$ cat src/sv/apd_pkg.sv
// Package for the pane splitter: status codes, register indexes and the
// records that travel down the divider chain and into the output buffer.
// No dependencies.
package apd_pkg;

  typedef enum logic [1:0] {
    ST_OK       = 2'd0,
    ST_INVALID  = 2'd1,
    ST_LIMIT    = 2'd2,
    ST_OVERFLOW = 2'd3
  } status_e;

  localparam logic [2:0] REG_BOUNDS_X      = 3'd0;
  localparam logic [2:0] REG_BOUNDS_Y      = 3'd1;
  localparam logic [2:0] REG_BOUNDS_WIDTH  = 3'd2;
  localparam logic [2:0] REG_BOUNDS_HEIGHT = 3'd3;
  localparam logic [2:0] REG_SPLIT_AXIS    = 3'd4;
  localparam logic [2:0] REG_PANE_COUNT    = 3'd5;
  localparam logic [2:0] REG_PANE_GAP      = 3'd6;

  localparam int unsigned NUM_BITS = 31;
  localparam int unsigned CNT_BITS = 16;

  // One query in flight through the divider cells.
  typedef struct packed {
    logic [CNT_BITS-1:0] idx;
    logic [31:0]         ig;    // index times gap
    logic [NUM_BITS-1:0] num;   // dividend bits not yet consumed
    logic [CNT_BITS-1:0] rem;   // partial remainder
    logic [NUM_BITS-1:0] quo;   // quotient bits so far
    status_e             st;
  } div_t;

  typedef struct packed {
    logic signed [31:0] x;
    logic signed [31:0] y;
    logic [30:0]        w;
    logic [30:0]        h;
    status_e            st;
  } res_t;

endpackage

$ cat src/sv/apd_div_cell.sv
// One cell of the restoring divider chain: retires one quotient bit per cycle while en_i is high.
// Depends on apd_pkg.
module apd_div_cell (
  input  logic          clk_i,
  input  logic          rst_ni,
  input  logic          en_i,
  input  logic [15:0]   divisor_i,
  input  logic          valid_i,
  input  apd_pkg::div_t d_i,
  output logic          valid_o,
  output apd_pkg::div_t d_o
);
  import apd_pkg::*;

  logic [CNT_BITS:0] trial;
  logic [CNT_BITS:0] diff;
  logic              ge;
  div_t              nxt_d;
  logic              valid_q;
  div_t              d_q;

  always_comb begin
    trial = {d_i.rem, d_i.num[NUM_BITS-1]};
    diff  = trial - {1'b0, divisor_i};
    ge    = trial >= {1'b0, divisor_i};
    nxt_d = d_i;
    nxt_d.num = {d_i.num[NUM_BITS-2:0], 1'b0};
    nxt_d.rem = ge ? diff[CNT_BITS-1:0] : trial[CNT_BITS-1:0];
    nxt_d.quo = {d_i.quo[NUM_BITS-2:0], ge};
  end

  always_ff @(posedge clk_i or negedge rst_ni) begin
    if (!rst_ni) begin
      valid_q <= 1'b0;
    end else if (en_i) begin
      valid_q <= valid_i;
    end
  end

  always_ff @(posedge clk_i) begin
    if (en_i) begin
      d_q <= nxt_d;
    end
  end

  assign valid_o = valid_q;
  assign d_o     = d_q;

endmodule

$ cat config.mk
export PLATFORM = sky130hd
export DESIGN_NAME = apd_div_cell
export DESIGN_NICKNAME = d
export VERILOG_FILES = /design/src/sv/apd_pkg.sv /design/src/sv/apd_div_cell.sv
export SDC_FILE = /design/constraint.sdc
export NUM_CORES = 1
export LEC_CHECK = 0
export BUFFER_PORTS_ARGS = -buffer_cell sky130_fd_sc_hd__buf_2
export CAP_MARGIN = 20
export CORE_MARGIN = 8
export CORE_UTILIZATION = 44
export CTS_CLUSTER_DIAMETER = 40
export DETAILED_ROUTE_END_ITERATION = 16
export GPL_ROUTABILITY_DRIVEN = 0
export PLACE_DENSITY = 0.78
export RECOVER_POWER = 25
export SETUP_SLACK_MARGIN = 0.1
export SLEW_MARGIN = 25
export SYNTH_ARGS = -nofsm -noshare
export SYNTH_HDL_FRONTEND = slang
export SYNTH_SLANG_ARGS = --single-unit
$ cat constraint.sdc
create_clock -name clk_i -period 0.93 [get_ports clk_i]
set_input_delay 0.093 -clock clk_i [delete_from_list [all_inputs] [get_ports clk_i]]
set_output_delay 0.093 -clock clk_i [all_outputs]
set_load 0.05 [all_outputs]
After elaboration in Yosys (flattened, before gate mapping)
Index checks and enable logic that the tools add are counted.
- output and inout port bits: 129
- bits in latches: 0
- word-level logic and storage cells: 10
- memories: 0
- bits in read-only memories: 0
- register bits: 128
- bits in writable memories: 0
- bits of input ports: 148
- mux-type cells: 1
- shifts and indexed selects: 0
- bitwise operators: 0
- add/subtract/negate cells: 1
- equality and inequality tests: 0
- $mul: 0
- divide/modulo/power cells: 0
- order comparisons: 1
- reduce and logical (&&, ||, !) cells: 0
- operators by type and width (cell ; number):
    $ge 17x16->1 ; 1
    $mux 16 ; 1
    $sub 16x16->16 ; 1

Logic depth before layout (Yosys ltp)
Gate-level depths: netlist of the first run.
- depth after elaboration: 2
- depth in mapped cells: 11

Worst setup path after synthesis of the first run
No wires, ideal clock.
- path kind: input -> register
- from: input port divisor_i[14]
- to: register d_q (netlist bit d_o[38]) (data pin)
- cell stages on the path: 11
- arrival: 2.032 ns
- buffers on the path: 2
- required time: 0.670 ns
- setup time: 0.260 ns
- slack: -1.362 ns
- cell sequence: inv_1 -> ha_1 -> buf_6 -> a21o_1 -> a211o_1 -> a41o_1 -> a31oi_4 -> o21a_4 -> inv_4 -> buf_12 -> mux2_4
- RTL lines (item ; RTL line ; RTL):
    from (decl) ; apd_div_cell.sv:7 ; input logic [15:0] divisor_i,
    to (signal assigned) ; apd_div_cell.sv:42 ; d_q <= nxt_d;
    to (decl) ; apd_div_cell.sv:20 ; div_t d_q;

==> metrics.csv, run 1 <==
metric,value,unit
async_flop_share,0.7813,%
cp_num_buf_inv,2,
hold_violations,0,
vias,4690,
synth_top_cell_area_share,75.88,%
rr_worst_depth,1,
cts-buffers-inserted,17,
cts_buffer_depth,2,
grt_pass1_wl,32.13,mm
cp_slowest_stage_delay,0.30,ns
cts_sinks,128,
hpwl,12.52,mm
stdcell_count,915,
dr.pass1.iters,5,
die_h,122.9,um
grt_pass1_vias,5187,
timing.rr.end,valid_o$_DFFE_PN0P_,
seq_area_frac_synth,76.38,%
drt_iter0_markers,416,
drc,0,
reg2reg_from,valid_o$_DFFE_PN0P_,
antenna_found_initial,1,
nets,923,
violations,setup timing,
crit_type,in -> reg,
cp-startpoint,d_i[46],
htreeDepth,4,
finalSetupTns,-30.95,ns
fin_worst_skew,0,ns
synthesis.nets,452,
power_switching,6.078,mW
ys.flop_type,edfxtp_1,
core-area,11270,um2
synth-seq-cells,128,
rrSetupSlack,0.12,ns
root_buffer,clkbuf_16,
ant_nets,0,
rsz0062_at_grt,true,
worst_setup_path_end_kind,flip-flop,
drt-wirelength-per-cell,24.67,um
slowest_stage,mux2_4,
cts_tree,yes,
status,finished with violations,
initial_core_util,44.59,%
area.growth.synth_to_final,97.86,%
port_buffers,274,
p_comb_share,28.4,%
gr-total-overflow,0,
dp.cells,756,
synth_edf_count,127,
clkPwrFrac,33.4,%
pin_count,277,
std_cell_rows,39,
whs_path_depth,2,
synth_top_cell_by_area,edfxtp_1,
wirelength,22.57,mm
critPathLaunchType,input pin,
path_cells,buf_8 > ha_4 > a21o_1 > a211o_1 > a41o_1 > a31oi_4 > o21a_4 > inv_8 > mux2_4,
period_share,192.0,%
clkLatencyLatePin,0.40,ns
period_needed,1.786,ns
crit_family,compound AO/OA/AOI/OAI gates,
grtUsageTotal,29.37,%
clock.fmax,559.9,MHz
fin_ws,-0.8559,ns
slew_violations,0,
p_int,12.97,mW
p_sw_share,31.91,%
cp.arrival,1.93,ns
hold_end,d_o[37]$_DFFE_PP_,
yosysWarnings,0,
vdd_drop_max,1.234,mV
min_from,d_i[36],
min_path_type,in -> reg,
vias_per_cell,5.126,
grt_max_degree,35,
setup-violations-final,145,
power_density,1915,nW/um2
layout-drive-gt1-share,55.25,%
fp.dieArea,15100,um2
synth_top_cells_by_area,"edfxtp_1, ha_1, mux2_4, inv_1, xnor2_1",
synth.distinct_cells,46,
avgSynthCellArea,17.51,um2
clkTransAtPathRegs,0.06,ns
utilization,88.22,%
synth_cells,287,
pwr-share-seq,38.2,%
drv_cap,0,
hold_slack,0.009564,ns
cp_max_fo,7,
crit_required,1.07,ns
syn_area,5026,um2
p_leak,4.344,nW
chipWidth,122.9,um
cells by family (layout without fill, tap and decap cells):
family	Yosys count	in the layout	share of synthesized area (%)
flops	128	128	76.38
compound gates	45	45	6.498
simple gates	36	36	3.485
buf+inv	32	516	2.987
fa+ha+maj	17	17	4.381
mux	16	16	4.108
xor+xnor	12	12	2.091
other cells	1	2	0.07461
layer usage:
metal	up-vias	global-route usage, %	wire length [um]
li1	2049	-	-
met1	2270	30.77	7561
met2	311	53.69	11900
met3	60	8.556	2143
met4	0	12.49	969
met5	-	0	0
layout make-up:
type	count	area (um2)
timing repair buffer	458	3931
sequential	128	3840
fill	449	1328
multi-input combinational	127	1304
clock buffer	17	425.4
tap	143	178.9
clock inverter	15	135.1
inverter	25	116.4
timing repair inverter	1	11.26
antenna	1	2.502
cells in the mapped netlist (all sizes together), types with 2 or more instances:
| master | instances |
|---|---|
| mux2 | 13 |
| a21oi | 10 |
| inv | 25 |
| a31oi | 4 |
| o21bai | 4 |
| clkbuf | 4 |
| ha | 16 |
| xor2 | 4 |
| nand4 | 3 |
| mux2i | 3 |
| o21ai | 9 |
| edfxtp | 127 |
| nor2 | 9 |
| o21a | 2 |
| a211oi | 2 |
| nand3 | 3 |
| buf | 3 |
| a41o | 2 |
| a21o | 3 |
| xnor2 | 8 |
| and3 | 2 |
| a211o | 2 |
| nand2 | 13 |
stage by stage:
step	setup slack (ns)	area (um2)	total power [mW]
after floorplan	-1.202	5167	9.827
after global placement	-1.242	7137	11.13
after detailed placement	-1.281	7137	11.22
after CTS	-0.7845	9903	18.69
after global routing	-0.8734	9945	19.55
final	-0.8559	9945	19.05
worst max-delay path by stage:
stage / to / slack, ns / depth (start not counted)
floorplan: d_o[38]$_DFFE_PP_ / -1.20 / 10
global placement: d_o[37]$_DFFE_PP_ / -1.24 / 10
detailed placement: d_o[35]$_DFFE_PP_ / -1.28 / 10
CTS: d_o[41]$_DFFE_PP_ / -0.78 / 9
global route: d_o[45]$_DFFE_PP_ / -0.87 / 9
finish: d_o[45]$_DFFE_PP_ / -0.86 / 9
placed cells by master, fill, tap and decap left out, types with 4 or more instances in the layout:
| cell type | synthesis | layout |
|---|---|---|
| a21oi_1 | 10 | 7 |
| ha_4 | 0 | 11 |
| clkinv_4 | 0 | 6 |
| buf_2 | 0 | 133 |
| o21ai_0 | 8 | 4 |
| buf_4 | 1 | 56 |
| mux2_2 | 5 | 4 |
| inv_2 | 0 | 4 |
| mux2_4 | 8 | 9 |
| dlygate4sd3_1 | 0 | 114 |
| buf_6 | 1 | 143 |
| inv_1 | 24 | 17 |
| nand2_1 | 13 | 13 |
| edfxtp_1 | 127 | 127 |
| inv_6 | 0 | 4 |
| nor2_1 | 9 | 9 |
| clkbuf_16 | 0 | 17 |
| xor2_1 | 4 | 4 |
| clkbuf_1 | 4 | 7 |
| xnor2_1 | 8 | 8 |
power groups by stage:
stage	Combinational, mW	Clock (mW)	Sequential, mW
final	5.42	6.35	7.28
after global routing	5.61	6.64	7.31
after detailed placement	4.03	0	7.19
after CTS	5.21	6.26	7.21
after floorplan	0.814	0	9.01
after global placement	3.96	0	7.17
repair_timing:
action / in CTS / in global routing
buffers inserted: 8 / 4
resized for setup: 302 / 15
cloned: 1 / 0
endpoints found under the setup margin: 145 / 145
hold buffers: 114 / 0
pin swaps: 16 / 1
hold endpoints to repair: 116 / 0
sequential cells by signal, indices dropped and copies added, names as in the netlist:
name	count
d_o	127
valid_o	1
(Power assumes the default switching activity.)
==> inputs of run 2 (changes only) <==
--- a/config.mk
+++ b/config.mk
@@ -12,6 +12,7 @@
 export CTS_CLUSTER_DIAMETER = 40
 export DETAILED_ROUTE_END_ITERATION = 16
 export GPL_ROUTABILITY_DRIVEN = 0
+export MAX_ROUTING_LAYER = met4
 export PLACE_DENSITY = 0.78
 export RECOVER_POWER = 25
 export SETUP_SLACK_MARGIN = 0.1
==> constraint.sdc (replaced) <==
create_clock -name clk_i -period 0.93 [get_ports clk_i]
set_input_delay 0.2325 -clock clk_i [delete_from_list [all_inputs] [get_ports clk_i]]
set_output_delay 0.2325 -clock clk_i [all_outputs]
set_load 0.05 [all_outputs]
==> metrics.csv, run 2 (same netlist as run 1, synthesis figures left out) <==
metric,value,unit
status,finished with violations,
violations,setup timing,
vias_per_cell,5.218,
fp.dieArea,15100,um2
setup-violations-final,145,
grt_pass1_wl,31.43,mm
cts_buffer_depth,2,
crit_family,compound AO/OA/AOI/OAI gates,
chipWidth,122.9,um
rrSetupSlack,0,ns
die_h,122.9,um
grt_pass1_vias,5028,
largest_reg_flops,127,
grt_max_degree,35,
period_needed,1.907,ns
layout-drive-gt1-share,56.52,%
hpwl,12.63,mm
final_area,9896,um2
root_buffer,clkbuf_16,
p_leak,4.311,nW
layout_commonest_cell,buf_6,
grtUsageTotal,29.68,%
whs_path_depth,1,
drc,0,
hold_end,d_o[120]$_DFFE_PP_,
path_cells,buf_8 > ha_4 > a21o_1 > a211o_1 > a41o_1 > a31oi_4 > o21a_4 > inv_6 > mux2_4,
crit_required,1.09,ns
wirelength,23.25,mm
worst_setup_path_end_kind,flip-flop,
clkTransAtPathRegs,0.07,ns
nets,911,
rr_worst_depth,2,
fin_worst_skew,0,ns
gr-total-overflow,0,
cp_slowest_stage_delay,0.31,ns
period_share,205.1,%
utilization,87.79,%
finalPower,19.61,mW
rsz0062_at_grt,true,
power_density,1982,nW/um2
cp_num_buf_inv,2,
cts-buffers-inserted,17,
critPathLaunchType,input pin,
antenna_found_initial,3,
initial_core_util,44.59,%
clkLatencyLatePin,0.41,ns
hold_violations,0,
reg2reg_from,valid_o$_DFFE_PN0P_,
clock.fmax,524.3,MHz
final_cell_mix,"buf_6, edfxtp_1, buf_2",
htreeDepth,4,
timing.rr.end,valid_o$_DFFE_PN0P_,
ant_nets,0,
slowest_stage,mux2_4,
slew_violations,0,
drt-wirelength-per-cell,25.69,um
std_cell_rows,39,
area.growth.synth_to_final,96.89,%
cts_sinks,128,
drt_iter0_markers,371,
hold_slack,0.02020,ns
fin_ws,-0.9772,ns
cts_tree,yes,
cp_max_fo,6,
core-area,11270,um2
dpl_cell_area,7137,um2
cp.arrival,2.07,ns
vias,4722,
vdd_drop_max,1.496,mV
port_buffers,274,
drv_cap,0,
min_path_type,in -> reg,
dr.pass1.iters,5,
min_from,d_i[120],
crit_type,in -> reg,
pin_count,277,
-- run 2: worst max-delay path by stage --
stage	end	from	slack, ns	cells past startpoint
floorplan	d_o[38]$_DFFE_PP_	d_i[46]	-1.34	10
global placement	d_o[37]$_DFFE_PP_	divisor_i[2]	-1.38	10
detailed placement	d_o[35]$_DFFE_PP_	divisor_i[2]	-1.42	10
CTS	d_o[43]$_DFFE_PP_	d_i[46]	-0.92	9
global route	d_o[34]$_DFFE_PP_	d_i[46]	-1.01	10
finish	d_o[40]$_DFFE_PP_	d_i[46]	-0.98	9
-- run 2: what timing repair did --
item                                   in CTS  in global routing
buffers inserted                           10                  6
gates cloned                                1                  0
setup endpoints to repair                 145                146
pin swaps                                  20                 16
endpoints found under the hold margin      96                  4
hold buffers                               96                  4
resized for setup                         299                 33
-- run 2: final cells by class --
cell class	instances	area, um2
diodes	3	7.507
flip-flops and latches	128	3840
repair inverters	1	8.758
repair buffers	446	3821
clock buffers	17	425.4
multi-input cells	127	1318
fillers	497	1376
well taps	143	178.9
clock inverters	15	175.2
inverters	25	121.4
-- run 2: per-layer routing --
layer	global-route usage, %	vias to the layer above	share of wire, %
met5	-	-	0
li1	-	2020	-
met2	55.11	334	55
met3	6.900	51	8.3
met4	9.368	0	3.5
met1	30.08	2317	34
-- run 2: metrics by stage --
stage          TNS (ns)  worst slack (ns)  cells
2_1_floorplan    -20.35            -1.342    287
3_3_place_gp     -31.26            -1.382    756
3_5_place_dp     -32.17            -1.423    756
4_1_cts          -50.55           -0.9185    895
5_1_grt          -55.51            -1.009    905
6_report         -52.55           -0.9772    905
-- run 2: power breakdown --
| group | total (mW) | internal (mW) | switching (mW) |
|---|---|---|---|
| Combinational | 5.41 | 2.28 | 3.13 |
| Sequential | 7.29 | 6.97 | 0.321 |
| Clock | 6.92 | 4.05 | 2.86 |
